[src/sv/assert_macros.svh]
// Assertion macros used by the RTL of the maze path counter.
`ifndef ASSERT_MACROS_SVH
`define ASSERT_MACROS_SVH

// Same-cycle implication, checked at every rising edge outside reset.
`define ASSERT_IMPL(label, ante, cons) \
    label: assert property (@(posedge i_clk) disable iff (!i_rst_n) (ante) |-> (cons)) \
        else $error("assertion failed");

// Next-cycle implication, checked at every rising edge outside reset.
`define ASSERT_NEXT(label, ante, cons) \
    label: assert property (@(posedge i_clk) disable iff (!i_rst_n) (ante) |=> (cons)) \
        else $error("assertion failed");

`endif

[src/sv/maze_pkg.sv]
// Types, constants, codes and control store of the maze path counter.
package maze_pkg;

    localparam int GRID_MAX  = 5;
    localparam int CELLS     = GRID_MAX * GRID_MAX;
    localparam int CELL_IW   = $clog2(CELLS);
    localparam int DEPTH_W   = $clog2(CELLS + 1);
    localparam int COORD_W   = 3;
    localparam int COUNT_W   = 20;
    localparam int CFG_W     = 25;
    localparam int CFG_IDX_W = 2;
    localparam int DIR_W     = 3;
    localparam int UPC_W     = 3;
    localparam int CODE_W    = 3;

    localparam logic [COUNT_W-1:0] COUNT_TOP = '1;

    localparam logic [CFG_IDX_W-1:0] CFG_OPEN_MAP = 2'd0;
    localparam logic [CFG_IDX_W-1:0] CFG_GRID     = 2'd1;
    localparam logic [CFG_IDX_W-1:0] CFG_GOAL_ROW = 2'd2;
    localparam logic [CFG_IDX_W-1:0] CFG_GOAL_COL = 2'd3;

    localparam logic [COORD_W-1:0] GRID_RESET     = 3'd5;
    localparam logic [COORD_W-1:0] GOAL_ROW_RESET = 3'd2;
    localparam logic [COORD_W-1:0] GOAL_COL_RESET = 3'd2;
    localparam logic [COORD_W-1:0] GRID_LIMIT     = COORD_W'(GRID_MAX);

    localparam logic [DIR_W-1:0] DIR_ROW_INC = 3'd0;
    localparam logic [DIR_W-1:0] DIR_ROW_DEC = 3'd1;
    localparam logic [DIR_W-1:0] DIR_COL_INC = 3'd2;
    localparam logic [DIR_W-1:0] DIR_COL_DEC = 3'd3;
    localparam logic [DIR_W-1:0] DIR_DONE    = 3'd4;

    localparam logic [CODE_W-1:0] ACT_NONE  = 3'd0;
    localparam logic [CODE_W-1:0] ACT_LOAD  = 3'd1;
    localparam logic [CODE_W-1:0] ACT_ENTER = 3'd2;
    localparam logic [CODE_W-1:0] ACT_ITER  = 3'd3;
    localparam logic [CODE_W-1:0] ACT_EMIT  = 3'd4;

    localparam logic [CODE_W-1:0] COND_NEVER    = 3'd0;
    localparam logic [CODE_W-1:0] COND_ALWAYS   = 3'd1;
    localparam logic [CODE_W-1:0] COND_NO_IN    = 3'd2;
    localparam logic [CODE_W-1:0] COND_END      = 3'd3;
    localparam logic [CODE_W-1:0] COND_ADVANCE  = 3'd4;
    localparam logic [CODE_W-1:0] COND_OUT_BUSY = 3'd5;

    localparam logic [UPC_W-1:0] UPC_IDLE  = 3'd0;
    localparam logic [UPC_W-1:0] UPC_ENTER = 3'd1;
    localparam logic [UPC_W-1:0] UPC_TEST  = 3'd2;
    localparam logic [UPC_W-1:0] UPC_STEP  = 3'd3;
    localparam logic [UPC_W-1:0] UPC_LOOP  = 3'd4;
    localparam logic [UPC_W-1:0] UPC_EMIT  = 3'd5;
    localparam logic [UPC_W-1:0] UPC_WRAP  = 3'd6;

    typedef struct packed {
        logic [COORD_W-1:0] start_row;
        logic [COORD_W-1:0] start_col;
    } t_in_beat;

    typedef struct packed {
        logic [COUNT_W-1:0] path_count;
        logic               count_saturated;
    } t_out_beat;

    typedef struct packed {
        logic [CODE_W-1:0] act;
        logic [CODE_W-1:0] cond;
        logic [UPC_W-1:0]  target;
    } t_uword;

    // Cell number of an in-bounds cell, row-major with stride GRID_MAX.
    function automatic logic [CELL_IW-1:0] cell_idx(input logic [COORD_W-1:0] row,
                                                     input logic [COORD_W-1:0] col);
        logic [2*COORD_W-1:0] sum;
        sum = (2*COORD_W)'(row) * (2*COORD_W)'(GRID_MAX) + (2*COORD_W)'(col);
        return sum[CELL_IW-1:0];
    endfunction

    // Control store: a taken condition jumps to the target, else the next word follows.
    function automatic t_uword ucode_rom(input logic [UPC_W-1:0] upc);
        t_uword w;
        case (upc)
            UPC_IDLE:  w = '{act: ACT_LOAD,  cond: COND_NO_IN,    target: UPC_IDLE};
            UPC_ENTER: w = '{act: ACT_ENTER, cond: COND_NEVER,    target: UPC_IDLE};
            UPC_TEST:  w = '{act: ACT_NONE,  cond: COND_END,      target: UPC_EMIT};
            UPC_STEP:  w = '{act: ACT_ITER,  cond: COND_ADVANCE,  target: UPC_ENTER};
            UPC_LOOP:  w = '{act: ACT_NONE,  cond: COND_ALWAYS,   target: UPC_TEST};
            UPC_EMIT:  w = '{act: ACT_EMIT,  cond: COND_OUT_BUSY, target: UPC_EMIT};
            UPC_WRAP:  w = '{act: ACT_NONE,  cond: COND_ALWAYS,   target: UPC_IDLE};
            default:   w = '{act: ACT_NONE,  cond: COND_ALWAYS,   target: UPC_IDLE};
        endcase
        return w;
    endfunction

endpackage

[src/sv/maze_simple_path_counter.sv]
// Top level of the maze simple-path counter: microcoded depth-first search.
//
// A start cell arrives as one beat on the input channel (i_in_valid/o_in_ready);
// one beat with the number of simple four-neighbour paths from that cell to the
// goal leaves on the output channel (o_out_valid/i_out_ready). The user must write
// the maze map, the grid size in use and the goal cell on the configuration port
// only while the block is idle; the block itself does not enforce this. A control
// store of seven words steps a small datapath with an explicit direction stack
// and a visited mask, one word per cycle. Each cell pushed on the stack takes
// its four direction tries and then its pop. The next start cell is taken only
// after the result of the current search has been written to the output register;
// a saturated count ends the search early. A stalled receiver holds the result
// in the output register; the next search may run meanwhile and waits at its end
// until the register is free. Reset clears the sequencer, the stack depth, the
// mask and the output valid, and loads the configuration registers with an empty
// map, grid size 5 and goal (2,2).
`include "assert_macros.svh"

module maze_simple_path_counter
    import maze_pkg::*;
(
    input  logic                 i_clk,
    input  logic                 i_rst_n,
    input  logic                 i_cfg_we,
    input  logic [CFG_IDX_W-1:0] i_cfg_idx,
    input  logic [CFG_W-1:0]     i_cfg_data,
    input  logic                 i_in_valid,
    output logic                 o_in_ready,
    input  t_in_beat             i_in,
    output logic                 o_out_valid,
    input  logic                 i_out_ready,
    output t_out_beat            o_out
);

    logic [CELLS-1:0]   r_open_map, n_open_map;
    logic [COORD_W-1:0] r_grid, n_grid;
    logic [COORD_W-1:0] r_goal_row, n_goal_row;
    logic [COORD_W-1:0] r_goal_col, n_goal_col;

    logic [UPC_W-1:0]   r_upc, n_upc;
    logic [CELLS-1:0]   r_visited, n_visited;
    logic [DEPTH_W-1:0] r_depth, n_depth;
    logic [COUNT_W-1:0] r_count, n_count;
    logic [COORD_W:0]   r_cur_row, n_cur_row;
    logic [COORD_W:0]   r_cur_col, n_cur_col;
    logic               r_out_valid, n_out_valid;
    t_out_beat          r_out, n_out;

    logic [DIR_W-1:0]   r_stk_dir [CELLS];
    logic [DIR_W-1:0]   n_stk_dir [CELLS];
    logic [COORD_W-1:0] r_stk_row [CELLS];
    logic [COORD_W-1:0] n_stk_row [CELLS];
    logic [COORD_W-1:0] r_stk_col [CELLS];
    logic [COORD_W-1:0] n_stk_col [CELLS];

    t_uword             uw;
    logic               in_accept;
    logic               out_busy;
    logic               take;
    logic [COORD_W-1:0] n_use;
    logic [DEPTH_W-1:0] top;
    logic [DIR_W-1:0]   top_dir;
    logic [COORD_W:0]   top_row_x;
    logic [COORD_W:0]   top_col_x;
    logic               at_goal;
    logic               in_bounds;
    logic [CELL_IW-1:0] cur_idx;
    logic               cell_free;
    logic               search_end;

    always_comb begin
        uw         = ucode_rom(r_upc);
        o_in_ready = (uw.act == ACT_LOAD);
        in_accept  = i_in_valid && o_in_ready;
        out_busy   = r_out_valid && !i_out_ready;

        n_use      = (r_grid > GRID_LIMIT) ? GRID_LIMIT : r_grid;
        top        = r_depth - DEPTH_W'(1);
        top_dir    = r_stk_dir[top];
        top_row_x  = {1'b0, r_stk_row[top]};
        top_col_x  = {1'b0, r_stk_col[top]};
        at_goal    = (r_cur_row == {1'b0, r_goal_row}) && (r_cur_col == {1'b0, r_goal_col});
        in_bounds  = !r_cur_row[COORD_W] && !r_cur_col[COORD_W]
                     && (r_cur_row[COORD_W-1:0] < n_use) && (r_cur_col[COORD_W-1:0] < n_use);
        cur_idx    = cell_idx(r_cur_row[COORD_W-1:0], r_cur_col[COORD_W-1:0]);
        cell_free  = in_bounds && r_open_map[cur_idx] && !r_visited[cur_idx];
        search_end = (r_depth == '0) || (r_count == COUNT_TOP);

        n_open_map = r_open_map;
        n_grid     = r_grid;
        n_goal_row = r_goal_row;
        n_goal_col = r_goal_col;
        n_visited  = r_visited;
        n_depth    = r_depth;
        n_count    = r_count;
        n_cur_row  = r_cur_row;
        n_cur_col  = r_cur_col;
        n_out      = r_out;
        n_stk_dir  = r_stk_dir;
        n_stk_row  = r_stk_row;
        n_stk_col  = r_stk_col;

        if (i_cfg_we) begin
            case (i_cfg_idx)
                CFG_OPEN_MAP: n_open_map = i_cfg_data[CELLS-1:0];
                CFG_GRID:     n_grid     = i_cfg_data[COORD_W-1:0];
                CFG_GOAL_ROW: n_goal_row = i_cfg_data[COORD_W-1:0];
                CFG_GOAL_COL: n_goal_col = i_cfg_data[COORD_W-1:0];
                default: ;
            endcase
        end

        case (uw.act)
            ACT_LOAD: begin
                if (in_accept) begin
                    n_cur_row = {1'b0, i_in.start_row};
                    n_cur_col = {1'b0, i_in.start_col};
                    n_visited = '0;
                    n_depth   = '0;
                    n_count   = '0;
                end
            end
            ACT_ENTER: begin
                if (at_goal) begin
                    if (r_count != COUNT_TOP) begin
                        n_count = r_count + COUNT_W'(1);
                    end
                end else if (cell_free) begin
                    n_visited[cur_idx] = 1'b1;
                    n_stk_dir[r_depth] = DIR_ROW_INC;
                    n_stk_row[r_depth] = r_cur_row[COORD_W-1:0];
                    n_stk_col[r_depth] = r_cur_col[COORD_W-1:0];
                    n_depth            = r_depth + DEPTH_W'(1);
                end
            end
            ACT_ITER: begin
                if (top_dir >= DIR_DONE) begin
                    n_visited[cell_idx(r_stk_row[top], r_stk_col[top])] = 1'b0;
                    n_depth = top;
                end else begin
                    n_stk_dir[top] = top_dir + DIR_W'(1);
                    n_cur_row      = top_row_x;
                    n_cur_col      = top_col_x;
                    case (top_dir)
                        DIR_ROW_INC: n_cur_row = top_row_x + (COORD_W+1)'(1);
                        DIR_ROW_DEC: n_cur_row = top_row_x - (COORD_W+1)'(1);
                        DIR_COL_INC: n_cur_col = top_col_x + (COORD_W+1)'(1);
                        DIR_COL_DEC: n_cur_col = top_col_x - (COORD_W+1)'(1);
                        default: ;
                    endcase
                end
            end
            ACT_EMIT: begin
                if (!out_busy) begin
                    n_out.path_count      = r_count;
                    n_out.count_saturated = (r_count == COUNT_TOP);
                end
            end
            default: ;
        endcase

        if (uw.act == ACT_EMIT && !out_busy) begin
            n_out_valid = 1'b1;
        end else if (r_out_valid && i_out_ready) begin
            n_out_valid = 1'b0;
        end else begin
            n_out_valid = r_out_valid;
        end

        case (uw.cond)
            COND_NEVER:    take = 1'b0;
            COND_ALWAYS:   take = 1'b1;
            COND_NO_IN:    take = !i_in_valid;
            COND_END:      take = search_end;
            COND_ADVANCE:  take = (top_dir < DIR_DONE);
            COND_OUT_BUSY: take = out_busy;
            default:       take = 1'b1;
        endcase
        n_upc = take ? uw.target : r_upc + UPC_W'(1);
    end

    always_ff @(posedge i_clk) begin
        if (!i_rst_n) begin
            r_open_map  <= '0;
            r_grid      <= GRID_RESET;
            r_goal_row  <= GOAL_ROW_RESET;
            r_goal_col  <= GOAL_COL_RESET;
            r_upc       <= UPC_IDLE;
            r_visited   <= '0;
            r_depth     <= '0;
            r_count     <= '0;
            r_cur_row   <= '0;
            r_cur_col   <= '0;
            r_out_valid <= 1'b0;
        end else begin
            r_open_map  <= n_open_map;
            r_grid      <= n_grid;
            r_goal_row  <= n_goal_row;
            r_goal_col  <= n_goal_col;
            r_upc       <= n_upc;
            r_visited   <= n_visited;
            r_depth     <= n_depth;
            r_count     <= n_count;
            r_cur_row   <= n_cur_row;
            r_cur_col   <= n_cur_col;
            r_out_valid <= n_out_valid;
        end
    end

    always_ff @(posedge i_clk) begin
        r_out     <= n_out;
        r_stk_dir <= n_stk_dir;
        r_stk_row <= n_stk_row;
        r_stk_col <= n_stk_col;
    end

    assign o_out_valid = r_out_valid;
    assign o_out       = r_out;

    `ASSERT_NEXT(a_load_clears, in_accept, (r_upc == UPC_ENTER) && (r_depth == '0) && (r_visited == '0))
    `ASSERT_IMPL(a_mask_matches_depth, 1'b1, $countones(r_visited) == 32'(r_depth))
    `ASSERT_IMPL(a_result_from_emit, $rose(o_out_valid), $past(r_upc) == UPC_EMIT)

endmodule
[config.mk]
export PLATFORM = sky130hd
export DESIGN_NAME = maze_simple_path_counter
export DESIGN_NICKNAME = d
export VERILOG_FILES = /design/src/sv/maze_pkg.sv /design/src/sv/maze_simple_path_counter.sv
export VERILOG_INCLUDE_DIRS = /design/src /design/src/sv
export SDC_FILE = /design/constraint.sdc
export NUM_CORES = 1
export LEC_CHECK = 0
export ABC_CLOCK_PERIOD_IN_PS = 7700
export BUFFER_PORTS_ARGS = -buffer_cell sky130_fd_sc_hd__buf_2
export CORE_ASPECT_RATIO = 1.1
export CORE_UTILIZATION = 45
export DETAILED_ROUTE_END_ITERATION = 16
export SLEW_MARGIN = 25
export SYNTH_ARGS = -nofsm -noshare
export SYNTH_HDL_FRONTEND = slang
export SYNTH_SLANG_ARGS = --single-unit
[constraint.sdc]
create_clock -name i_clk -period 7.7 [get_ports i_clk]
set_input_delay 0.385 -clock i_clk [delete_from_list [all_inputs] [get_ports i_clk]]
set_output_delay 0.385 -clock i_clk [all_outputs]
set_load 0.05 [all_outputs]
Word level (Yosys, flattened, before mapping)
Index checks and enable logic that the tools add are counted.
{"block": "totals", "output_inout_bits": 23, "word_cells": 250, "in_bits": 38, "reg_bits": 342}
{"block": "op_classes", "n_reduce_logical": 41, "n_lt_le_gt_ge": 13, "eq_ne": 30, "n_mux": 56, "addsub": 11, "mul": 2, "bitwise_logic": 9}
{"operator": "bitwise mux 75 bit", "count": 3}
{"operator": "2-to-1 mux 75 bit", "count": 3}
{"operator": "case mux 75 bit (2 select lines)", "count": 1}
{"operator": "2-to-1 mux 25 bit", "count": 4}
{"operator": "bitwise AND 75 bit", "count": 1}
{"operator": "NOT 75 bit", "count": 1}
{"operator": "case mux 25 bit (3 select lines)", "count": 1}
{"operator": "2-to-1 mux 20 bit", "count": 3}
{"operator": "case mux 9 bit (6 select lines)", "count": 1}
{"operator": "binary-select mux 3 bit (select 5 bit)", "count": 3}
{"operator": "case mux 20 bit (2 select lines)", "count": 1}
{"operator": "case mux 4 bit (2 select lines)", "count": 4}
{"operator": "demux 3 bit (select 5 bit)", "count": 2}
{"operator": "2-to-1 mux 3 bit", "count": 10}
{"operator": "bitwise AND 25 bit", "count": 1}
{"operator": "NOT 25 bit", "count": 1}
{"operator": "bitwise OR 25 bit", "count": 1}
{"operator": "== test 3 x 2 -> 1 bit, second input constant", "count": 8}
{"operator": "adder 20 x 1 -> 20 bit, second input constant", "count": 1}
{"operator": "== test 20 bit, second input constant", "count": 1}
{"operator": "2-to-1 mux 5 bit", "count": 4}
{"operator": "inequality test 20 bit, second input constant", "count": 1}
{"operator": "2-to-1 mux 4 bit", "count": 4}
{"operator": "== test 3 bit, second input constant", "count": 5}
{"operator": "40 further kinds", "count": 97}

Logic depth before layout (Yosys ltp)
Gate-level depths: netlist (run 1).
{"block": "logic_depth", "word_depth": 15, "ltp_mapped": 26, "depth_no_buf": 18}

Least setup slack after synthesis (run 1)
No wires, ideal clock.
{"block": "synth_timing", "path_type": "register to register", "start": "register r_depth[0]", "end": "register r_visited[14]", "arrival_ns": 6.106, "slack_ns": 1.472, "n_path_buf": 10, "path_stages_with_launch": 25, "required_ns": 7.578, "setup_ns": 0.122, "period_less_slack_ns": 6.228, "path_cell_list": "dfxtp_1 -> buf_6 -> buf_6 -> buf_4 -> buf_2 -> buf_4 -> clkinv_1 -> ha_1 -> buf_2 -> buf_1 -> clkbuf_1 -> buf_2 -> mux4_2 -> mux4_2 -> nand2_1 -> o21ai_0 -> ha_1 -> ha_1 -> a21o_1 -> a21oi_1 -> xnor2_1 -> xor2_4 -> buf_6 -> a41oi_1 -> a221o_1"}
{"block": "synth_via", "elab_chain_len": 15, "elab_cells_between_ends": 25, "classes_between": "add/sub: 2; mul: 1; order compare: 3; eq/ne: 1; mux: 13; bitwise: 3; reduce/logical: 2"}
{"element": "start: declaration", "line": "maze_simple_path_counter.sv:42", "rtl": "logic [DEPTH_W-1:0] r_depth, n_depth;"}
{"element": "start signal: assignment", "line": "maze_simple_path_counter.sv:202", "rtl": "r_depth <= n_depth;"}
{"element": "subtractor 5 x 1 -> 5 bit (*)", "line": "maze_simple_path_counter.sv:78", "rtl": "top = r_depth - DEPTH_W'(1);"}
{"element": "NOT 5 -> 6 bit (implied by the code) (*)", "line": "maze_simple_path_counter.sv:79, maze_simple_path_counter.sv:138"}
{"element": "binary-select mux 3 bit (select 5 bit)", "line": "maze_simple_path_counter.sv:138", "rtl": "n_visited[cell_idx(r_stk_row[top], r_stk_col[top])] = 1'b0;"}
{"element": "2-to-1 mux 3 bit (implied by the code) (2 in series)", "line": "maze_simple_path_counter.sv:138"}
{"element": "multiplier 3 x 3 -> 5 bit", "line": "maze_pkg.sv:75", "rtl": "sum = (2*COORD_W)'(row) * (2*COORD_W)'(GRID_MAX) + (2*COORD_W)'(col);"}
{"element": "adder 5 x 3 -> 5 bit", "line": "maze_pkg.sv:75"}
{"element": "less-than comparator 5 x 6 -> 1 bit (implied by the code) or greater-or-equal comparator 5 x 1 -> 1 bit (tied branches)", "line": "maze_simple_path_counter.sv:138"}
{"element": "logical AND 1 bit (implied by the code)", "line": "maze_simple_path_counter.sv:138"}
{"element": "2-to-1 mux 1 bit (implied by the code)", "line": "maze_simple_path_counter.sv:138"}
{"element": "demux 1 bit (select 5 bit)", "line": "maze_simple_path_counter.sv:138"}
{"element": "NOT 25 bit (no line)"}
{"element": "bitwise AND 25 bit (no line)"}
{"element": "2-to-1 mux 25 bit", "line": "maze_simple_path_counter.sv:137", "rtl": "if (top_dir >= DIR_DONE) begin"}
{"element": "case mux 25 bit (3 select lines)", "line": "maze_simple_path_counter.sv:113", "rtl": "case (uw.act)"}
{"element": "end signal: assignment", "line": "maze_simple_path_counter.sv:201", "rtl": "r_visited <= n_visited;"}
{"element": "end: declaration", "line": "maze_simple_path_counter.sv:41", "rtl": "logic [CELLS-1:0] r_visited, n_visited;"}
Every way passes the cells marked *; elsewhere a longest branch is shown, timed or not. The select of a mux whose other input is x is not followed.
A chain may end at the register's enable or synchronous reset.

Final worst setup path (run 1)
{"block": "layout_timing", "start": "register r_depth[0]", "end": "register r_visited[6]"}
The elaborated chain is that of the path after synthesis.

==> out/summary.txt, run 1 <==
maximum vdd drop - 0.369 mV
Rel. slew slack - 0.266
DRC Markers - 0
Die ar. - 38,200 µm²
CTS-repair resized insts - 0
port bufs - 60
register area - 9310 µm²
most frequent cells in the layout - edfxtp_1, nand2_1, nor2_1
Slew @ Worst Pin - 1.09 ns
Critical Path Source Type - register
largest net degree at the start of global routing - 98
sequential power share - 0.301
antenna viol nets, final - 0
grt ovf - 0
Final Instance Count excl. Fillers - 2,029
Crit path required time - 8.15 ns
setup ws final - 1.27 ns
Clock Sink Count - 342
core area - 36,500 µm²
Hold Path Stages - 3
gr usage total - 0.237
Reg2Reg Setup Slack - 1.27 ns
Hold Buf Count CTS - 0
post-synth cell types - 88
FFs w/ async S/R, synth - 0
post-place setup slack - 1.32 ns
vias in the first global route - 11,600
Synth top area share - 0.439
combinational power share - 0.492
TNS Setup - 0 ns
Std-Cell Rows - 73
post-synthesis mux area share - 0.0666
mean routed wirelength per cell - 22.3 µm
Clock Skews - 0.0207 ns
ratio of total power to cell area - 472 nW/µm²
share of cells above drive strength 1 - 0.141
Synth Area in Compound Gates - 0.146
setup-violating endpoint count in the final report - 0
reg2reg start - r_depth[0]$_SDFFE_PN0P_
RSZ-0062 raised after global routing - no
max_cap viols - 0
Post-Synth Simple-Gate Area - 0.147
final net count - 1,592
Syn Area/Cell - 11.3 µm²
area growth from synthesis to layout - 11.5%
vias per cell - 6.11
Post-Synth Adder-Cell Area - 0.0324
Setup Crit Path Kind - register to register
ys flop type - edfxtp_1
CTS clk-pin slew, worst paths - 0.06 ns
# diodes - 0
synthesis warning total - 0
share of total power in the clock network - 0.206
IO Pins - 61
Starting Density - 0.461
Setup Fix Bufs, Post-CTS - 0
Int Pwr - 4.92 mW
#FFs+latches synth - 342
Post-Syn Nets - 1,567
cells after synthesis - 1,488
Max Fclk - 156 MHz
GPL Wtd Cong - 0.921
Max H-tree Level - 2
total power - 8.87 mW
CP Data Arrival Time - 6.87 ns
largest cells by area after synthesis - edfxtp_1, dfxtp_1, mux4_2, nand2_1, ha_1
multi-input logic area - 7020 µm²
Worst-Skew Late Latency - 0.56 ns
cell taking the most area after synthesis - edfxtp_1
clk buf depth - 3
Cell Area, Synth - 16,800 µm²
WHS Endpoint - r_open_map[24]$_SDFFE_PN0P_
min Tclk post-route - 6.43 ns
placed cell area - 17,500 µm²
final hold vios - 0
EDFF count, synth - 246
Final Max Tran Viols - 0
XOR/XNOR Fraction of Synth Area - 0.0224
largest family of logic cells by synthesized area - simple AND/OR/NAND/NOR gates
vias - 12,400
drt first pass iters - 8
Post-DP HPWL - 30,400 µm
Die Ht - 205 µm
Fillers - 3,212
DRT Wirelength - 45,200 µm
Psw - 3.94 mW
first-pass GRT wire length - 69,800 µm
Switching Share - 0.445
root buffer selected by CTS - clkbuf_16
CTS Buf Count - 38
initial antenna violation count - 0
CTS tree - built
critical path fanouts, max - 21
hold crit path type - input port to register
fin crit share - 0.835
worst r2r dst - r_visited[6]$_SDFFE_PN0P_
Hold Crit Start - i_cfg_data[24]
Leakage - 6.37 nW
CP endpoint kind - register
depth of the worst register-to-register path - 17
placed cell count - 1,960
Final Cell Area - 18,800 µm²
die width - 186 µm
most common cell after layout, fill and taps aside - edfxtp_1
sequential fraction of the synthesis area - 0.553
status - completed
Initial DRC Count - 1,130
cell usage after synthesis, types with 5 or more instances:
| master | n |
|---|---|
| a211oi_1 | 5 |
| a21oi_1 | 85 |
| a221o_1 | 13 |
| a22o_1 | 7 |
| a31oi_1 | 14 |
| a32o_1 | 23 |
| a41o_1 | 11 |
| a41oi_1 | 15 |
| and2_1 | 12 |
| and3_1 | 7 |
| buf_1 | 10 |
| buf_2 | 16 |
| buf_4 | 5 |
| buf_6 | 5 |
| clkbuf_1 | 62 |
| dfxtp_1 | 96 |
| edfxtp_1 | 246 |
| ha_1 | 38 |
| inv_1 | 27 |
| mux2i_1 | 13 |
| mux4_2 | 44 |
| nand2_1 | 202 |
| nand2b_1 | 15 |
| nand3_1 | 61 |
| nand3b_1 | 6 |
| nand4_1 | 7 |
| nor2_1 | 119 |
| nor2b_1 | 19 |
| nor3_1 | 26 |
| nor3b_1 | 7 |
| nor4_1 | 6 |
| o211ai_1 | 11 |
| o21ai_0 | 69 |
| o22ai_1 | 29 |
| o311ai_0 | 7 |
| o31ai_1 | 7 |
| or3_1 | 14 |
| xnor2_1 | 18 |
| xor2_1 | 15 |
final cells by class:
type,count,share of cell area
Clock buffer,46,0.0539
Clock inverter,23,0.0127
Inverter,29,0.00580
Multi-Input combinational cell,1019,0.374
Sequential cell,342,0.496
Tap cell,487,0.0325
Timing Repair Buffer,83,0.0252
worst max path at each step:
stage                                       start                    endpoint  slack, ns  cells past startpoint
final                     r_depth[0]$_SDFFE_PN0P_   r_visited[6]$_SDFFE_PN0P_       1.27                     17
after detailed placement  r_depth[0]$_SDFFE_PN0P_  r_visited[10]$_SDFFE_PN0P_       1.32                     17
after global routing      r_depth[0]$_SDFFE_PN0P_   r_visited[2]$_SDFFE_PN0P_       0.94                     17
after global placement    r_depth[0]$_SDFFE_PN0P_  r_visited[14]$_SDFFE_PN0P_       1.50                     17
after CTS                 r_depth[0]$_SDFFE_PN0P_  r_visited[10]$_SDFFE_PN0P_       1.29                     17
after floorplan           r_depth[0]$_SDFFE_PN0P_  r_visited[14]$_SDFFE_PN0P_       1.47                     24
routing by layer:
metal | part of all wire | GRT usage
met5 | 0 | 0
met4 | 0.026 | 0.0794
met3 | 0.062 | 0.0370
met2 | 0.47 | 0.374
met1 | 0.45 | 0.335
kinds of logic (layout without fill, tap and decap cells):
| family | count (synthesis) | after routing |
|---|---|---|
| AOI/OAI and AO/OA | 355 | 355 |
| xor gates and xnor gates | 37 | 37 |
| adders and majority gates | 42 | 42 |
| buffers and inverters | 127 | 181 |
| DFF | 342 | 342 |
| muxes | 57 | 57 |
| and+or+nand+nor | 528 | 528 |
critical path, stage by stage, from the launching register on:
cell	delay [ns]
dfxtp_4	0.60
clkinv_1	0.40
ha_1	0.53
xnor2_1	0.52
buf_4	0.28
and3_1	0.32
nand2_1	0.09
a32o_1	0.20
or4_1	0.76
xnor2_1	0.22
ha_1	0.35
ha_1	0.29
a21o_1	0.11
a21oi_1	0.07
xnor2_1	0.59
xor2_4	0.47
a41oi_1	0.20
a221o_1	0.30
sequential cells by signal, indices dropped and copies added (netlist names):
name / flops
o_out: 21
r_upc: 3
r_cur_col: 4
r_stk_col: 75
o_out_valid: 1
r_goal_row: 3
r_count: 20
r_goal_col: 3
r_grid: 3
r_cur_row: 4
r_stk_row: 75
r_stk_dir: 75
r_visited: 25
r_depth: 5
r_open_map: 25
power groups by stage:
stage | sequential (mW) | clock (mW) | combinational [mW]
3_5_place_dp | 2.71 | 0 | 4.27
5_1_grt | 2.70 | 1.93 | 4.73
2_1_floorplan | 2.65 | 0 | 3.20
3_3_place_gp | 2.70 | 0 | 4.22
6_report | 2.67 | 1.83 | 4.37
4_1_cts | 2.67 | 1.86 | 4.29
metrics by stage:
stage / utilization / hold WS [ns]
after floorplan: - / 0.431
after global placement: 0.479 / 0.442
after detailed placement: 0.479 / 0.444
after CTS: 0.513 / 0.0443
after global routing: 0.514 / 0.0543
final: 0.514 / 0.0579
Note: power is estimated with default switching activity, not from simulation.
==> run 2: changes to the inputs <==
- ABC_CLOCK_PERIOD_IN_PS: 7700 -> 6300
- clock period: 7.7 -> 6.3 ns (I/O delays scaled with it)
==> run 2 against run 1 <==
  * Sequential share of layout area shrank 0.52 points
  * Highest routed layer is now met5
  * Via count grew 1.2%
  * Count of clock-buffer cells in the layout is the same
  * Clock power grew 31%
  * Critical path depth shrank 1
  * Critical endpoint is now r_visited[10]$_SDFFE_PN0P_
==> out/summary.txt, run 2 (synthesis gave the netlist of run 1 again) <==
Fillers - 3,240
Hold Buf Count CTS - 0
placed cell area - 17,600 µm²
DRT Wirelength - 45,500 µm
antenna viol nets, final - 0
core area - 36,500 µm²
Rel. slew slack - 0.236
final hold vios - 0
mean routed wirelength per cell - 22.2 µm
DRC Markers - 0
CTS Buf Count - 39
CP Data Arrival Time - 5.87 ns
maximum vdd drop - 0.387 mV
final net count - 1,608
most frequent cells in the layout - edfxtp_1, nand2_1, nor2_1
area growth from synthesis to layout - 12.7%
CTS-repair resized insts - 0
Post-DP HPWL - 30,800 µm
initial antenna violation count - 1
Final Cell Area - 19,000 µm²
combinational power share - 0.493
Setup Fix Bufs, Post-CTS - 0
Slew @ Worst Pin - 1.15 ns
gr usage total - 0.239
status - completed
Crit path required time - 6.71 ns
CP endpoint kind - register
largest net degree at the start of global routing - 98
IO Pins - 61
hold crit path type - input port to register
first-pass GRT wire length - 70,900 µm
Critical Path Source Type - register
CTS tree - built
grt ovf - 0
Clock Skews - 0.0139 ns
die width - 186 µm
fin crit share - 0.866
port bufs - 60
vias - 12,500
vias in the first global route - 12,100
ratio of total power to cell area - 586 nW/µm²
critical path fanouts, max - 24
max_cap viols - 0
Initial DRC Count - 1,282
CTS clk-pin slew, worst paths - 0.06 ns
Starting Density - 0.461
Final Max Tran Viols - 0
root buffer selected by CTS - clkbuf_16
clk buf depth - 3
sequential power share - 0.292
GPL Wtd Cong - 0.914
min Tclk post-route - 5.45 ns
Std-Cell Rows - 73
Max H-tree Level - 2
RSZ-0062 raised after global routing - no
vias per cell - 6.13
most common cell after layout, fill and taps aside - edfxtp_1
Die ar. - 38,200 µm²
Max Fclk - 183 MHz
Leakage - 6.50 nW
Psw - 4.88 mW
Setup Crit Path Kind - register to register
Die Ht - 205 µm
share of total power in the clock network - 0.215
biggest regs - r_stk_col: 75 flops, r_stk_dir: 75 flops, r_stk_row: 75 flops
Int Pwr - 6.25 mW
Worst-Skew Late Latency - 0.53 ns
TNS Setup - 0 ns
drt first pass iters - 5
share of cells above drive strength 1 - 0.148
# diodes - 0
Clock Sink Count - 342
setup-violating endpoint count in the final report - 0
Switching Share - 0.439
-- run 2: cell types whose count changed in the layout (fill, tap and decap cells not counted), moves of 2 or more --
cell        change
bufinv_16       +4
clkinvlp_4      -4
clkinv_2        +2
clkinv_1        +2
buf_4          +15
inv_6           -2
-- run 2: cell type report --
cell class              instances  area [µm²]  share of cell area
inverters                      29         109             0.00574
clock buffers                  46        1020              0.0539
repair buffers                 98         586              0.0309
well taps                     487         609              0.0321
clock inverters                24         323              0.0170
multi-input cells            1019        7010               0.370
flip-flops and latches        342        9310               0.491
-- run 2: worst paths after layout --
check                                              endpoint  slack (ns)                       start  depth (start not counted)
worst max-delay path             r_visited[10]$_SDFFE_PN0P_        0.85     r_depth[0]$_SDFFE_PN0P_                         16
worst min-delay path            r_open_map[19]$_SDFFE_PN0P_        0.02              i_cfg_data[19]                          3
worst max register to register   r_visited[10]$_SDFFE_PN0P_        0.85     r_depth[0]$_SDFFE_PN0P_                         16
worst min register to register   r_open_map[0]$_SDFFE_PN0P_        0.45  r_open_map[0]$_SDFFE_PN0P_                          2
-- run 2: power groups by stage --
| stage | clock [mW] | combinational [mW] | sequential (mW) |
|---|---|---|---|
| detailed placement | 0 | 5.39 | 3.28 |
| floorplan | 0 | 3.91 | 3.24 |
| global placement | 0 | 5.37 | 3.28 |
| CTS | 2.43 | 5.42 | 3.24 |
| global route | 2.51 | 5.94 | 3.27 |
| finish | 2.39 | 5.48 | 3.25 |
-- run 2: metrics by stage --
step | worst slack [ns] | hold slack (ns) | util | total power [mW] | instances
3_5_place_dp | 0.896 | 0.444 | 0.482 | 8.67 | 1975
2_1_floorplan | 0.0721 | 0.431 | - | 7.14 | 1488
4_1_cts | 0.840 | 0.00246 | 0.519 | 11.1 | 2045
5_1_grt | 0.538 | 0.0238 | 0.519 | 11.7 | 2045
3_3_place_gp | 0.944 | 0.440 | 0.482 | 8.65 | 1975
6_report | 0.845 | 0.0234 | 0.519 | 11.1 | 2045
-- run 2: critical path, stage by stage (launching register included) --
cell      delay [ns]
dfxtp_4         0.35
clkinv_1        0.16
ha_2            0.77
mux4_2          0.40
mux2i_1         0.23
a211oi_1        0.08
a221o_1         0.30
or3_1           0.50
xnor2_1         0.21
ha_1            0.35
ha_1            0.29
a21o_1          0.10
a21oi_1         0.07
xnor2_1         0.59
xor2_4          0.45
a41oi_1         0.18
a221o_1         0.30
-- run 2: metal layers --
layer  part of all wire  routed length (µm)  track usage
met5            0.00029                  13            0
met1               0.43               19700        0.327
met4              0.030                1390       0.0847
met3              0.071                3230       0.0375
met2               0.46               21100        0.387
==> run 3: changes to the inputs <==
- CORE_UTILIZATION: 45 -> 62
- PLACE_DENSITY: not set -> 0.8
==> run 3 against run 2 <==
  * Clock skew shrank 0.0023 ns
  * Worst setup slack worse by 0.47 ns
  * Cell count fell by 7.3%
  * Clock power shrank 8%
  * Maximum frequency decreased by 8.0%
  * Register-to-register slack lost 0.47 ns
  * Count of clock-buffer cells in the layout down 3
  * Die area is 27% lower
  * Global-route usage is 8.0 points higher
  * Combinational power is 1% lower
  * Sequential power is essentially flat
  * Critical path type unchanged
  * Critical endpoint is now r_visited[14]$_SDFFE_PN0P_
  * Largest cell class unchanged
  * Largest power group unchanged
==> out/summary.txt, run 3 (synthesis gave the netlist of run 1 again) <==
vias in the first global route - 12,300
Fillers - 1,845
Max H-tree Level - 2
RSZ-0062 raised after global routing - no
final net count - 1,595
combinational power share - 0.498
biggest regs - r_stk_col: 75 flops, r_stk_dir: 75 flops, r_stk_row: 75 flops
Int Pwr - 6.02 mW
port bufs - 60
Rel. slew slack - 0.291
CP Data Arrival Time - 6.34 ns
share of cells above drive strength 1 - 0.143
antenna viol nets, final - 0
Leakage - 6.38 nW
grt ovf - 0
final hold vios - 0
Final Max Tran Viols - 0
root buffer selected by CTS - clkbuf_16
TNS Setup - 0 ns
DRT Wirelength - 43,900 µm
sequential power share - 0.299
min Tclk post-route - 5.93 ns
CTS tree - built
# diodes - 0
Std-Cell Rows - 62
largest net degree at the start of global routing - 98
Max Fclk - 169 MHz
Clock Skews - 0.0116 ns
placed cell count - 1,830
mean routed wirelength per cell - 23.2 µm
first-pass GRT wire length - 69,000 µm
Crit path required time - 6.71 ns
critical path fanouts, max - 25
Clock Sink Count - 342
CP endpoint kind - register
initial antenna violation count - 0
hold crit path type - input port to register
GPL Wtd Cong - 0.962
max_cap viols - 0
ratio of total power to cell area - 584 nW/µm²
DRC Markers - 0
most frequent cells in the layout - edfxtp_1, nand2_1, nor2_1
area growth from synthesis to layout - 10.5%
CTS clk-pin slew, worst paths - 0.06 ns
core area - 26,400 µm²
Initial DRC Count - 2,076
Setup Crit Path Kind - register to register
Worst-Skew Late Latency - 0.53 ns
Psw - 4.84 mW
die width - 159 µm
status - completed
Final Core Density - 0.705
clk buf depth - 3
Die ar. - 27,800 µm²
setup-violating endpoint count in the final report - 0
maximum vdd drop - 0.498 mV
drt first pass iters - 6
Final Instance Count excl. Fillers - 1,896
Hold Buf Count CTS - 0
IO Pins - 61
CTS-repair resized insts - 0
fin crit share - 0.941
Setup Fix Bufs, Post-CTS - 0
vias - 12,900
share of total power in the clock network - 0.203
gr usage total - 0.320
Die Ht - 175 µm
most common cell after layout, fill and taps aside - edfxtp_1
total power - 10.9 mW
Post-DP HPWL - 28,900 µm
vias per cell - 6.78
Starting Density - 0.638
Critical Path Source Type - register
Slew @ Worst Pin - 1.06 ns
CTS Buf Count - 36
Switching Share - 0.445
## run 3: cell types whose count changed in the layout (fill, tap and decap cells not counted), sizes merged
| cell | change |
|---|---|
| buf | -10 |
| bufinv | -4 |
| clkbuf | -3 |
| clkinv | -4 |
| clkinvlp | +4 |
| inv | +3 |
## run 3: through the flow
step | area [µm²] | setup WS [ns] | hold slack (ns)
2_1_floorplan | 16800 | 0.0721 | 0.431
3_3_place_gp | 17400 | 0.696 | 0.439
3_5_place_dp | 17400 | 0.571 | 0.445
4_1_cts | 18600 | 0.395 | 0.0172
5_1_grt | 18600 | 0.114 | 0.0334
6_report | 18600 | 0.372 | 0.0239
## run 3: power groups by stage
| stage | clock, mW | sequential (mW) | combinational, mW |
|---|---|---|---|
| 3_5_place_dp | 0 | 3.28 | 5.16 |
| 6_report | 2.20 | 3.25 | 5.41 |
| 2_1_floorplan | 0 | 3.24 | 3.91 |
| 3_3_place_gp | 0 | 3.27 | 5.06 |
| 4_1_cts | 2.21 | 3.24 | 5.26 |
| 5_1_grt | 2.30 | 3.27 | 5.76 |
## run 3: worst paths after layout
kind / endpoint / slack, ns / cells after the start / from
max: r_visited[14]$_SDFFE_PN0P_ / 0.37 / 16 / r_depth[0]$_SDFFE_PN0P_
min: r_open_map[24]$_SDFFE_PN0P_ / 0.02 / 3 / i_cfg_data[24]
max reg2reg: r_visited[14]$_SDFFE_PN0P_ / 0.37 / 16 / r_depth[0]$_SDFFE_PN0P_
min reg2reg: r_open_map[0]$_SDFFE_PN0P_ / 0.45 / 2 / r_open_map[0]$_SDFFE_PN0P_
## run 3: area by class of cell
| type | count | area (µm²) | share of cell area |
|---|---|---|---|
| sequential | 342 | 9310 | 0.501 |
| tap | 352 | 440 | 0.0237 |
| timing repair buffer | 88 | 510 | 0.0274 |
| clock inverter | 23 | 243 | 0.0131 |
| multi-input combinational | 1019 | 7010 | 0.377 |
| clock buffer | 43 | 978 | 0.0526 |
| inverter | 29 | 109 | 0.00585 |
## run 3: critical path, cell delays in order, from the launching register on
cell and delay [ns]:
dfxtp_4 0.43, clkinv_1 0.30, ha_2 0.87, buf_4 0.33
mux4_2 0.33, mux2i_1 0.22, a21oi_1 0.09, or3_1 0.52
xnor2_1 0.20, ha_1 0.36, ha_1 0.33, a21o_1 0.13
a21oi_1 0.09, xnor2_1 0.64, xor2_4 0.43, a41oi_1 0.20
a221o_1 0.31
## run 3: metal layers
metal  up-vias  GRT usage  routed length [µm]
li1       5706          -                   -
met1      6173      0.442               17200
met2       822      0.499               20300
met3       154     0.0536                4400
met4         0      0.147                1980
met5         -          0                   0
